--- config.mk ---
export PLATFORM = sky130hd
export DESIGN_NAME = sorted_set_merge_engine
export DESIGN_NICKNAME = d
export VERILOG_FILES = /design/src/sv/ssme_pkg.sv /design/src/sv/ssme_ctrl.sv /design/src/sv/ssme_dp.sv /design/src/sv/sorted_set_merge_engine.sv
export VERILOG_INCLUDE_DIRS = /design/src /design/src/sv
export SDC_FILE = /design/constraint.sdc
export NUM_CORES = 1
export LEC_CHECK = 0
export BUFFER_PORTS_ARGS = -buffer_cell sky130_fd_sc_hd__buf_2
export CAP_MARGIN = 30
export CORE_MARGIN = 3
export CORE_UTILIZATION = 45
export DETAILED_ROUTE_END_ITERATION = 16
export PLACE_DENSITY_LB_ADDON = 0.3
export SLEW_MARGIN = 10
export SYNTH_ARGS = -nofsm -noshare
export SYNTH_HDL_FRONTEND = slang
export SYNTH_SLANG_ARGS = --single-unit
--- constraint.sdc ---
create_clock -name i_clk -period 10.5 [get_ports i_clk]
set_input_delay 1.05 -clock i_clk [delete_from_list [all_inputs] [get_ports i_clk]]
set_output_delay 1.05 -clock i_clk [all_outputs]
set_load 0.005 [all_outputs]
--- src/sv/sorted_set_merge_engine_assert.svh ---
// Assertion macros shared by the sorted set merge engine RTL.
// Define ASSERT_OFF to compile the checks out; nothing else is required.
`ifndef SORTED_SET_MERGE_ENGINE_ASSERT_SVH
`define SORTED_SET_MERGE_ENGINE_ASSERT_SVH

`ifndef ASSERT_OFF
`define SSME_ASSERT_SAME(label, clk, rst_n, ante, cons) \
    label: assert property (@(posedge clk) disable iff (!rst_n) (ante) |-> (cons)) \
        else $error("sorted_set_merge_engine: same-cycle check failed");
`define SSME_ASSERT_NEXT(label, clk, rst_n, ante, cons) \
    label: assert property (@(posedge clk) disable iff (!rst_n) (ante) |=> (cons)) \
        else $error("sorted_set_merge_engine: next-cycle check failed");
`else
`define SSME_ASSERT_SAME(label, clk, rst_n, ante, cons)
`define SSME_ASSERT_NEXT(label, clk, rst_n, ante, cons)
`endif

`endif

--- src/sv/ssme_pkg.sv ---
// Shared types and constants for the sorted set merge engine.
// No dependencies; imported by the controller, datapath and top level.
`timescale 1ns / 1ps

package ssme_pkg;

    localparam int VALUE_W = 32;
    localparam int OPC_W   = 2;
    localparam int SETOP_W = 2;

    localparam logic [OPC_W-1:0] OPC_LOAD_A = 2'd0;
    localparam logic [OPC_W-1:0] OPC_LOAD_B = 2'd1;
    localparam logic [OPC_W-1:0] OPC_RUN    = 2'd2;

    localparam logic [SETOP_W-1:0] SETOP_MERGE     = 2'd0;
    localparam logic [SETOP_W-1:0] SETOP_UNION     = 2'd1;
    localparam logic [SETOP_W-1:0] SETOP_INTERSECT = 2'd2;
    localparam logic [SETOP_W-1:0] SETOP_DIFF      = 2'd3;

    typedef struct packed {
        logic load_a;
        logic load_b;
        logic start;
        logic step;
        logic finish;
    } t_dp_cmd;

    typedef struct packed {
        logic slot_free;
        logic walk_done;
    } t_dp_stat;

endpackage

--- src/sv/ssme_ctrl.sv ---
// Controller state machine of the sorted set merge engine.
// Depends on ssme_pkg; drives the datapath through t_dp_cmd.
`timescale 1ns / 1ps

module ssme_ctrl (
    input  logic                         i_clk,
    input  logic                         i_rst_n,
    input  logic                         i_s_tvalid,
    input  logic [ssme_pkg::OPC_W-1:0]   i_s_tuser,
    output logic                         o_s_tready,
    input  ssme_pkg::t_dp_stat           i_stat,
    output ssme_pkg::t_dp_cmd            o_cmd
);
    import ssme_pkg::*;

    typedef enum logic [1:0] {
        ST_IDLE = 2'b01,
        ST_WALK = 2'b10
    } t_state;

    t_state r_state;
    t_state n_state;
    logic   accept;

    assign o_s_tready = (r_state == ST_IDLE);
    assign accept     = i_s_tvalid && o_s_tready;

    always_comb begin
        n_state = r_state;
        o_cmd   = '0;
        unique case (r_state)
            ST_IDLE: begin
                if (accept) begin
                    unique case (i_s_tuser)
                        OPC_LOAD_A: o_cmd.load_a = 1'b1;
                        OPC_LOAD_B: o_cmd.load_b = 1'b1;
                        OPC_RUN: begin
                            o_cmd.start = 1'b1;
                            n_state     = ST_WALK;
                        end
                        default: ;
                    endcase
                end
            end
            ST_WALK: begin
                if (i_stat.slot_free) begin
                    if (i_stat.walk_done) begin
                        o_cmd.finish = 1'b1;
                        n_state      = ST_IDLE;
                    end else begin
                        o_cmd.step = 1'b1;
                    end
                end
            end
            default: n_state = ST_IDLE;
        endcase
    end

    always_ff @(posedge i_clk) begin
        if (!i_rst_n) begin
            r_state <= ST_IDLE;
        end else begin
            r_state <= n_state;
        end
    end

endmodule

--- src/sv/ssme_dp.sv ---
// Datapath of the sorted set merge engine: list storage, walk pointers and output word.
// Depends on ssme_pkg and sorted_set_merge_engine_assert.svh.
`timescale 1ns / 1ps

`include "sorted_set_merge_engine_assert.svh"

module ssme_dp #(
    parameter int LIST_DEPTH = 16
) (
    input  logic                           i_clk,
    input  logic                           i_rst_n,
    input  ssme_pkg::t_dp_cmd              i_cmd,
    output ssme_pkg::t_dp_stat             o_stat,
    input  logic [ssme_pkg::VALUE_W-1:0]   i_value,
    input  logic                           i_cfg_wr_en,
    input  logic [ssme_pkg::SETOP_W-1:0]   i_cfg_wr_data,
    input  logic                           i_m_tready,
    output logic                           o_m_tvalid,
    output logic [ssme_pkg::VALUE_W-1:0]   o_m_tdata,
    output logic                           o_m_tlast,
    output logic [1:0]                     o_m_tuser
);
    import ssme_pkg::*;

    localparam int CW = $clog2(LIST_DEPTH + 1);
    localparam int IW = (LIST_DEPTH > 1) ? $clog2(LIST_DEPTH) : 1;
    localparam logic [CW-1:0] DEPTH_C = CW'(LIST_DEPTH);

    logic [VALUE_W-1:0] mem_a [LIST_DEPTH];
    logic [VALUE_W-1:0] mem_b [LIST_DEPTH];

    logic [SETOP_W-1:0] r_setop;
    logic [CW-1:0]      r_cnt_a, n_cnt_a, r_cnt_b, n_cnt_b;
    logic [CW-1:0]      r_i, n_i, r_j, n_j;
    logic               r_dropped, n_dropped;
    logic [VALUE_W-1:0] r_a, r_b;
    logic               r_pend_valid, n_pend_valid;
    logic [VALUE_W-1:0] r_pend_val, n_pend_val;
    logic               r_out_valid, n_out_valid;
    logic [VALUE_W-1:0] r_out_val, n_out_val;
    logic               r_out_last, n_out_last;
    logic               r_out_empty, n_out_empty;
    logic               r_out_ovf, n_out_ovf;

    logic               has_a, has_b, a_lt_b, a_eq_b;
    logic               inc_i, inc_j, emit;
    logic [VALUE_W-1:0] emit_val;
    logic               a_full, b_full, push;

    assign has_a  = (r_i < r_cnt_a);
    assign has_b  = (r_j < r_cnt_b);
    assign a_lt_b = ($signed(r_a) < $signed(r_b));
    assign a_eq_b = (r_a == r_b);
    assign a_full = (r_cnt_a >= DEPTH_C);
    assign b_full = (r_cnt_b >= DEPTH_C);

    always_comb begin
        inc_i    = 1'b0;
        inc_j    = 1'b0;
        emit     = 1'b0;
        emit_val = r_a;
        if (has_a && has_b) begin
            if (r_setop == SETOP_MERGE) begin
                emit = 1'b1;
                if (a_lt_b) begin
                    inc_i = 1'b1;
                end else begin
                    inc_j    = 1'b1;
                    emit_val = r_b;
                end
            end else if (a_eq_b) begin
                emit  = (r_setop == SETOP_UNION) || (r_setop == SETOP_INTERSECT);
                inc_i = 1'b1;
                inc_j = 1'b1;
            end else if (a_lt_b) begin
                emit  = (r_setop != SETOP_INTERSECT);
                inc_i = 1'b1;
            end else begin
                emit     = (r_setop == SETOP_UNION);
                emit_val = r_b;
                inc_j    = 1'b1;
            end
        end else if (has_a && (r_setop != SETOP_INTERSECT)) begin
            emit  = 1'b1;
            inc_i = 1'b1;
        end else if (has_b && ((r_setop == SETOP_MERGE) || (r_setop == SETOP_UNION))) begin
            emit     = 1'b1;
            emit_val = r_b;
            inc_j    = 1'b1;
        end
    end

    assign o_stat.slot_free = !r_out_valid || i_m_tready;
    assign o_stat.walk_done = !(inc_i || inc_j);

    assign push = (i_cmd.step && emit && r_pend_valid) || i_cmd.finish;

    always_comb begin
        n_cnt_a      = r_cnt_a;
        n_cnt_b      = r_cnt_b;
        n_dropped    = r_dropped;
        n_i          = r_i;
        n_j          = r_j;
        n_pend_valid = r_pend_valid;
        n_pend_val   = r_pend_val;
        n_out_valid  = (r_out_valid && !i_m_tready) || push;
        n_out_val    = r_out_val;
        n_out_last   = r_out_last;
        n_out_empty  = r_out_empty;
        n_out_ovf    = r_out_ovf;

        if (i_cmd.load_a) begin
            if (a_full) n_dropped = 1'b1;
            else        n_cnt_a   = r_cnt_a + CW'(1);
        end
        if (i_cmd.load_b) begin
            if (b_full) n_dropped = 1'b1;
            else        n_cnt_b   = r_cnt_b + CW'(1);
        end
        if (i_cmd.start) begin
            n_i          = '0;
            n_j          = '0;
            n_pend_valid = 1'b0;
        end
        if (i_cmd.step) begin
            n_i = r_i + CW'(inc_i);
            n_j = r_j + CW'(inc_j);
            if (emit) begin
                n_pend_valid = 1'b1;
                n_pend_val   = emit_val;
                if (r_pend_valid) begin
                    n_out_val   = r_pend_val;
                    n_out_last  = 1'b0;
                    n_out_empty = 1'b0;
                    n_out_ovf   = r_dropped;
                end
            end
        end
        if (i_cmd.finish) begin
            n_out_val    = r_pend_valid ? r_pend_val : '0;
            n_out_last   = 1'b1;
            n_out_empty  = !r_pend_valid;
            n_out_ovf    = r_dropped;
            n_pend_valid = 1'b0;
            n_cnt_a      = '0;
            n_cnt_b      = '0;
            n_dropped    = 1'b0;
            n_i          = '0;
            n_j          = '0;
        end
    end

    always_ff @(posedge i_clk) begin
        if (i_cmd.load_a && !a_full) begin
            mem_a[r_cnt_a[IW-1:0]] <= i_value;
        end
        if (i_cmd.load_b && !b_full) begin
            mem_b[r_cnt_b[IW-1:0]] <= i_value;
        end
        r_a <= mem_a[n_i[IW-1:0]];
        r_b <= mem_b[n_j[IW-1:0]];
    end

    always_ff @(posedge i_clk) begin
        if (!i_rst_n) begin
            r_setop      <= SETOP_MERGE;
            r_cnt_a      <= '0;
            r_cnt_b      <= '0;
            r_i          <= '0;
            r_j          <= '0;
            r_dropped    <= 1'b0;
            r_pend_valid <= 1'b0;
            r_out_valid  <= 1'b0;
        end else begin
            if (i_cfg_wr_en) begin
                r_setop <= i_cfg_wr_data;
            end
            r_cnt_a      <= n_cnt_a;
            r_cnt_b      <= n_cnt_b;
            r_i          <= n_i;
            r_j          <= n_j;
            r_dropped    <= n_dropped;
            r_pend_valid <= n_pend_valid;
            r_out_valid  <= n_out_valid;
        end
    end

    always_ff @(posedge i_clk) begin
        r_pend_val  <= n_pend_val;
        r_out_val   <= n_out_val;
        r_out_last  <= n_out_last;
        r_out_empty <= n_out_empty;
        r_out_ovf   <= n_out_ovf;
    end

    assign o_m_tvalid = r_out_valid;
    assign o_m_tdata  = r_out_val;
    assign o_m_tlast  = r_out_last;
    assign o_m_tuser  = {r_out_ovf, r_out_empty};

    `SSME_ASSERT_SAME(a_ptr_in_range, i_clk, i_rst_n, 1'b1, (r_i <= r_cnt_a) && (r_j <= r_cnt_b))
    `SSME_ASSERT_SAME(a_push_has_slot, i_clk, i_rst_n, push, o_stat.slot_free)
    `SSME_ASSERT_NEXT(a_finish_gives_last, i_clk, i_rst_n, i_cmd.finish, r_out_valid && r_out_last && !r_pend_valid)
    `SSME_ASSERT_NEXT(a_finish_clears, i_clk, i_rst_n, i_cmd.finish, (r_cnt_a == '0) && (r_cnt_b == '0) && !r_dropped)

endmodule

--- src/sv/sorted_set_merge_engine.sv ---
// Top level of the sorted set merge engine: controller plus datapath.
// Depends on ssme_pkg, ssme_ctrl and ssme_dp.
//
// Channel   Direction  tdata (low bit up)  tuser (low bit up)       tlast
// s_axis    in         value[31:0]         opcode[1:0]              -
// m_axis    out        out_value[31:0]     empty_res, overflow      last
// cfg       in         set_operation[1:0]  -                        -
//
// Loads are accepted back to back while no run is active.
// A run first primes the list read registers, then performs the walk steps (at most
// the sum of both list counts) and a final step that puts out the last word.
// A stalled output holds the walk; the input is not ready until the run's last word
// is in the output register. Reset is synchronous and active low.
`timescale 1ns / 1ps

module sorted_set_merge_engine #(
    parameter int LIST_DEPTH = 16
) (
    input  logic                                i_clk,
    input  logic                                i_rst_n,
    input  logic                                i_s_axis_tvalid,
    output logic                                o_s_axis_tready,
    input  logic [ssme_pkg::VALUE_W-1:0]        i_s_axis_tdata,  // value
    input  logic [ssme_pkg::OPC_W-1:0]          i_s_axis_tuser,  // opcode
    output logic                                o_m_axis_tvalid,
    input  logic                                i_m_axis_tready,
    output logic [ssme_pkg::VALUE_W-1:0]        o_m_axis_tdata,  // out_value
    output logic                                o_m_axis_tlast,
    output logic [1:0]                          o_m_axis_tuser,  // empty_res, overflow
    input  logic                                i_cfg_wr_en,
    input  logic [ssme_pkg::SETOP_W-1:0]        i_cfg_wr_data
);
    import ssme_pkg::*;

    t_dp_cmd  cmd;
    t_dp_stat stat;

    ssme_ctrl u_ctrl (
        .i_clk      (i_clk),
        .i_rst_n    (i_rst_n),
        .i_s_tvalid (i_s_axis_tvalid),
        .i_s_tuser  (i_s_axis_tuser),
        .o_s_tready (o_s_axis_tready),
        .i_stat     (stat),
        .o_cmd      (cmd)
    );

    ssme_dp #(
        .LIST_DEPTH (LIST_DEPTH)
    ) u_dp (
        .i_clk         (i_clk),
        .i_rst_n       (i_rst_n),
        .i_cmd         (cmd),
        .o_stat        (stat),
        .i_value       (i_s_axis_tdata),
        .i_cfg_wr_en   (i_cfg_wr_en),
        .i_cfg_wr_data (i_cfg_wr_data),
        .i_m_tready    (i_m_axis_tready),
        .o_m_tvalid    (o_m_axis_tvalid),
        .o_m_tdata     (o_m_axis_tdata),
        .o_m_tlast     (o_m_axis_tlast),
        .o_m_tuser     (o_m_axis_tuser)
    );

endmodule
==> impl_metrics.tcl <==
set metrics [dict create \
    status "completed" \
    cts-root-buf "clkbuf_16" \
    switchingPower_mw 1.97 \
    synthCells 3304 \
    grt_usage 0.241 \
    port_buffers 77 \
    areaGrowthSynthToFinish_pct 12.6 \
    synth.distinct_cells 63 \
    pwr-share-seq 0.529 \
    syn_area_um2 47900 \
    yosys.area.top_type "edfxtp_1" \
    dieHeight_um 332 \
    min_period_ps 6910 \
    syn_area_per_cell_um2 14.5 \
    yosys-top-cells-area "edfxtp_1, o32a_1, o211ai_1" \
    critPathTopFamily "simple AND/OR/NAND/NOR gates" \
    clockBufferDepth 3 \
    clock_latency_ps 700 \
    hpwlAfterDp_um 66900 \
    worst-path-max-fanout 181 \
    maxSlewHeadroom 0.258 \
    endpoint_kind "flip-flop" \
    route.detailed.drc 0 \
    post-cts-setup-buffers 0 \
    holdCritPathClass "reg2reg" \
    die_w_um 332 \
    p_leak_nw 17.0 \
    synth_top_area_frac 0.683 \
    worst_ep_required_time_ps 11010 \
    drt-pass1-iter-count 5 \
    vdd.ir_drop.worst_uv 126 \
    cts_hold_buffers 0 \
    ys.flop_type "edfxtp_1" \
    critical_path_class "reg2reg" \
    path_clk_slew_ps 60 \
    setup_viol 0 \
    nFillCells 8725 \
    synth_fp_nets 3400 \
    grt_pass1_vias 30000 \
    rsz0062_at_grt "no" \
    ant_nets 0 \
    wl_um 137000 \
    ios 78 \
    overflow 0 \
    num_rows 119 \
    hold_viol_final 0 \
    power.internal_mw 7.78 \
    switching_share 0.202 \
    drv_cap 0 \
    async_flop_share 0 \
    cts_tree "done" \
    grt_max_degree 182 \
    report.final.slew_viol_count 0 \
    finClkSkew_ps 21.4 \
    final_nets 3370 \
    dp_slack_ps 3590 \
    path_cells "inv_1, ha_1, nand4_1, nor4_1, and2_1, a21boi_2, nor3_1, xor2_1, nand2b_1, o21a_1, ha_1, ha_1, and4_4, nor3_4, buf_12, buf_4, o32a_1, a21oi_1, nor4_1" \
    grt_pass1_wl_um 201000 \
    initial_core_util 0.455 \
    clock-sinks 1182 \
    clockPowerShare 0.448 \
    power_density_nw_per_um2 181 \
    yosysMostFrequentCell "edfxtp_1" \
    period_share 0.658 \
    crit_top_cell "ha_1" \
    cp.arrival_ps 7410 \
    worst-path-buf-inv 3 \
    ys_warn_count 0 \
    htreeDepth 3 \
    final_core_util 0.512 \
    core_area_um2 105000 \
    final.setup.tns_ps 0 \
    worstSetupStartpointType "flip-flop" \
    drtIter0Drc 3613 \
    drt-wirelength-per-cell_um 28.8 \
    slowest_delay_ps 800 \
    vias 30900 \
    synth_seq_cells 1182 \
    ys_top_cells_by_count "edfxtp_1, nand3_1, a21oi_1" \
    die_area_um2 110000 \
    combPwrFrac 0.022 \
    cpMaxStageDelayCell "buf_4" \
    ctsResizeCount 0 \
    ys_seq_area_frac 0.722 \
    timing.final.ws_setup_ps 3590 \
    viasPerCell 6.47 \
    max_freq_mhz 145 \
    drive_gt1_frac 0.132 \
    synth-edff-count 1090 \
    tightest_slew_ps 1110 \
    cts-buffers-inserted 118 \
    antenna_found_initial 4 \
    gp_congestion 0.806 \
]
final timing paths:
path / from / endpoint / slack, ps / cells past startpoint
max: u_dp.r_b[31] / u_dp.r_b[17] / 3590 / 19
min: u_dp.r_dropped / u_dp.r_out_ovf / 440 / 0
max reg2reg: u_dp.r_b[31] / u_dp.r_b[17] / 3590 / 19
min reg2reg: u_dp.r_dropped / u_dp.r_out_ovf / 440 / 0
cell usage in the layout (no fill, tap or decap), drive strengths merged, types with 47 or more instances in the layout:
cell	synthesis	routed
a21oi	277	277
buf	141	155
clkbuf	164	155
clkinv	0	47
dfxtp	92	92
edfxtp	1090	1090
ha	55	55
inv	56	60
nand3	278	278
nor2	58	58
nor4	70	70
o211ai	257	257
o21ai	272	272
o32a	257	257
kinds of logic after synthesis:
logic type / count (synthesis) / share of synthesized area
flops: 1182 / 0.722
compound gates: 1121 / 0.163
simple gates: 537 / 0.0586
buf+inv: 361 / 0.0320
fa+ha+maj: 55 / 0.0144
mux: 37 / 0.00856
xor+xnor: 11 / 0.00201
registers in the layout, indices dropped and copies added, names as in the netlist:
register           count
u_dp.o_m_tlast         1
u_dp.r_a              32
u_ctrl.r_state         2
u_dp.r_pend_val       32
u_dp.r_j               5
u_dp.r_setop           2
u_dp.r_b              32
u_dp.mem_a           512
u_dp.mem_b           512
u_dp.r_cnt_a           5
u_dp.r_cnt_b           5
u_dp.o_m_tvalid        1
u_dp.r_i               5
u_dp.r_dropped         1
u_dp.o_m_tdata        32
u_dp.r_out_empty       1
u_dp.r_out_ovf         1
u_dp.r_pend_valid      1
metrics by stage:
step / hold WS [ps] / total power [mW] / area [um^2] / instances
finish: 442 / 9.75 / 53900 / 4772
global route: 460 / 10.0 / 53900 / 4770
CTS: 442 / 9.80 / 53800 / 4766
detailed placement: 420 / 5.48 / 49800 / 4541
global placement: 423 / 5.48 / 49700 / 4539
floorplan: 409 / 5.36 / 47900 / 3304
per-layer routing:
layer  vias up  wire (um)  global-route usage
met1     15800      56700               0.332
met4         0       3890              0.0730
li1      13300          -                   -
met3       257      11200              0.0414
met2      1477      65500               0.393
met5         -          0                   0
power groups by stage:
| stage | logic, mW | clock network [mW] | registers (mW) |
|---|---|---|---|
| floorplan | 0.100 | 0 | 5.26 |
| global placement | 0.214 | 0 | 5.26 |
| detailed placement | 0.216 | 0 | 5.26 |
| CTS | 0.217 | 4.42 | 5.16 |
| global route | 0.235 | 4.60 | 5.16 |
| finish | 0.219 | 4.37 | 5.16 |
cell type report:
class                   count  area [um^2]  share of cell area
repair buffers            155         1120              0.0207
clock inverters            70          777              0.0144
multi-input cells        1761        12200               0.227
clock buffers             155         3280              0.0608
flip-flops and latches   1182        34600               0.641
diodes                      2         5.00           0.0000928
well taps                1391         1740              0.0323
inverters                  56          210             0.00390
(Power assumes the default switching activity.)
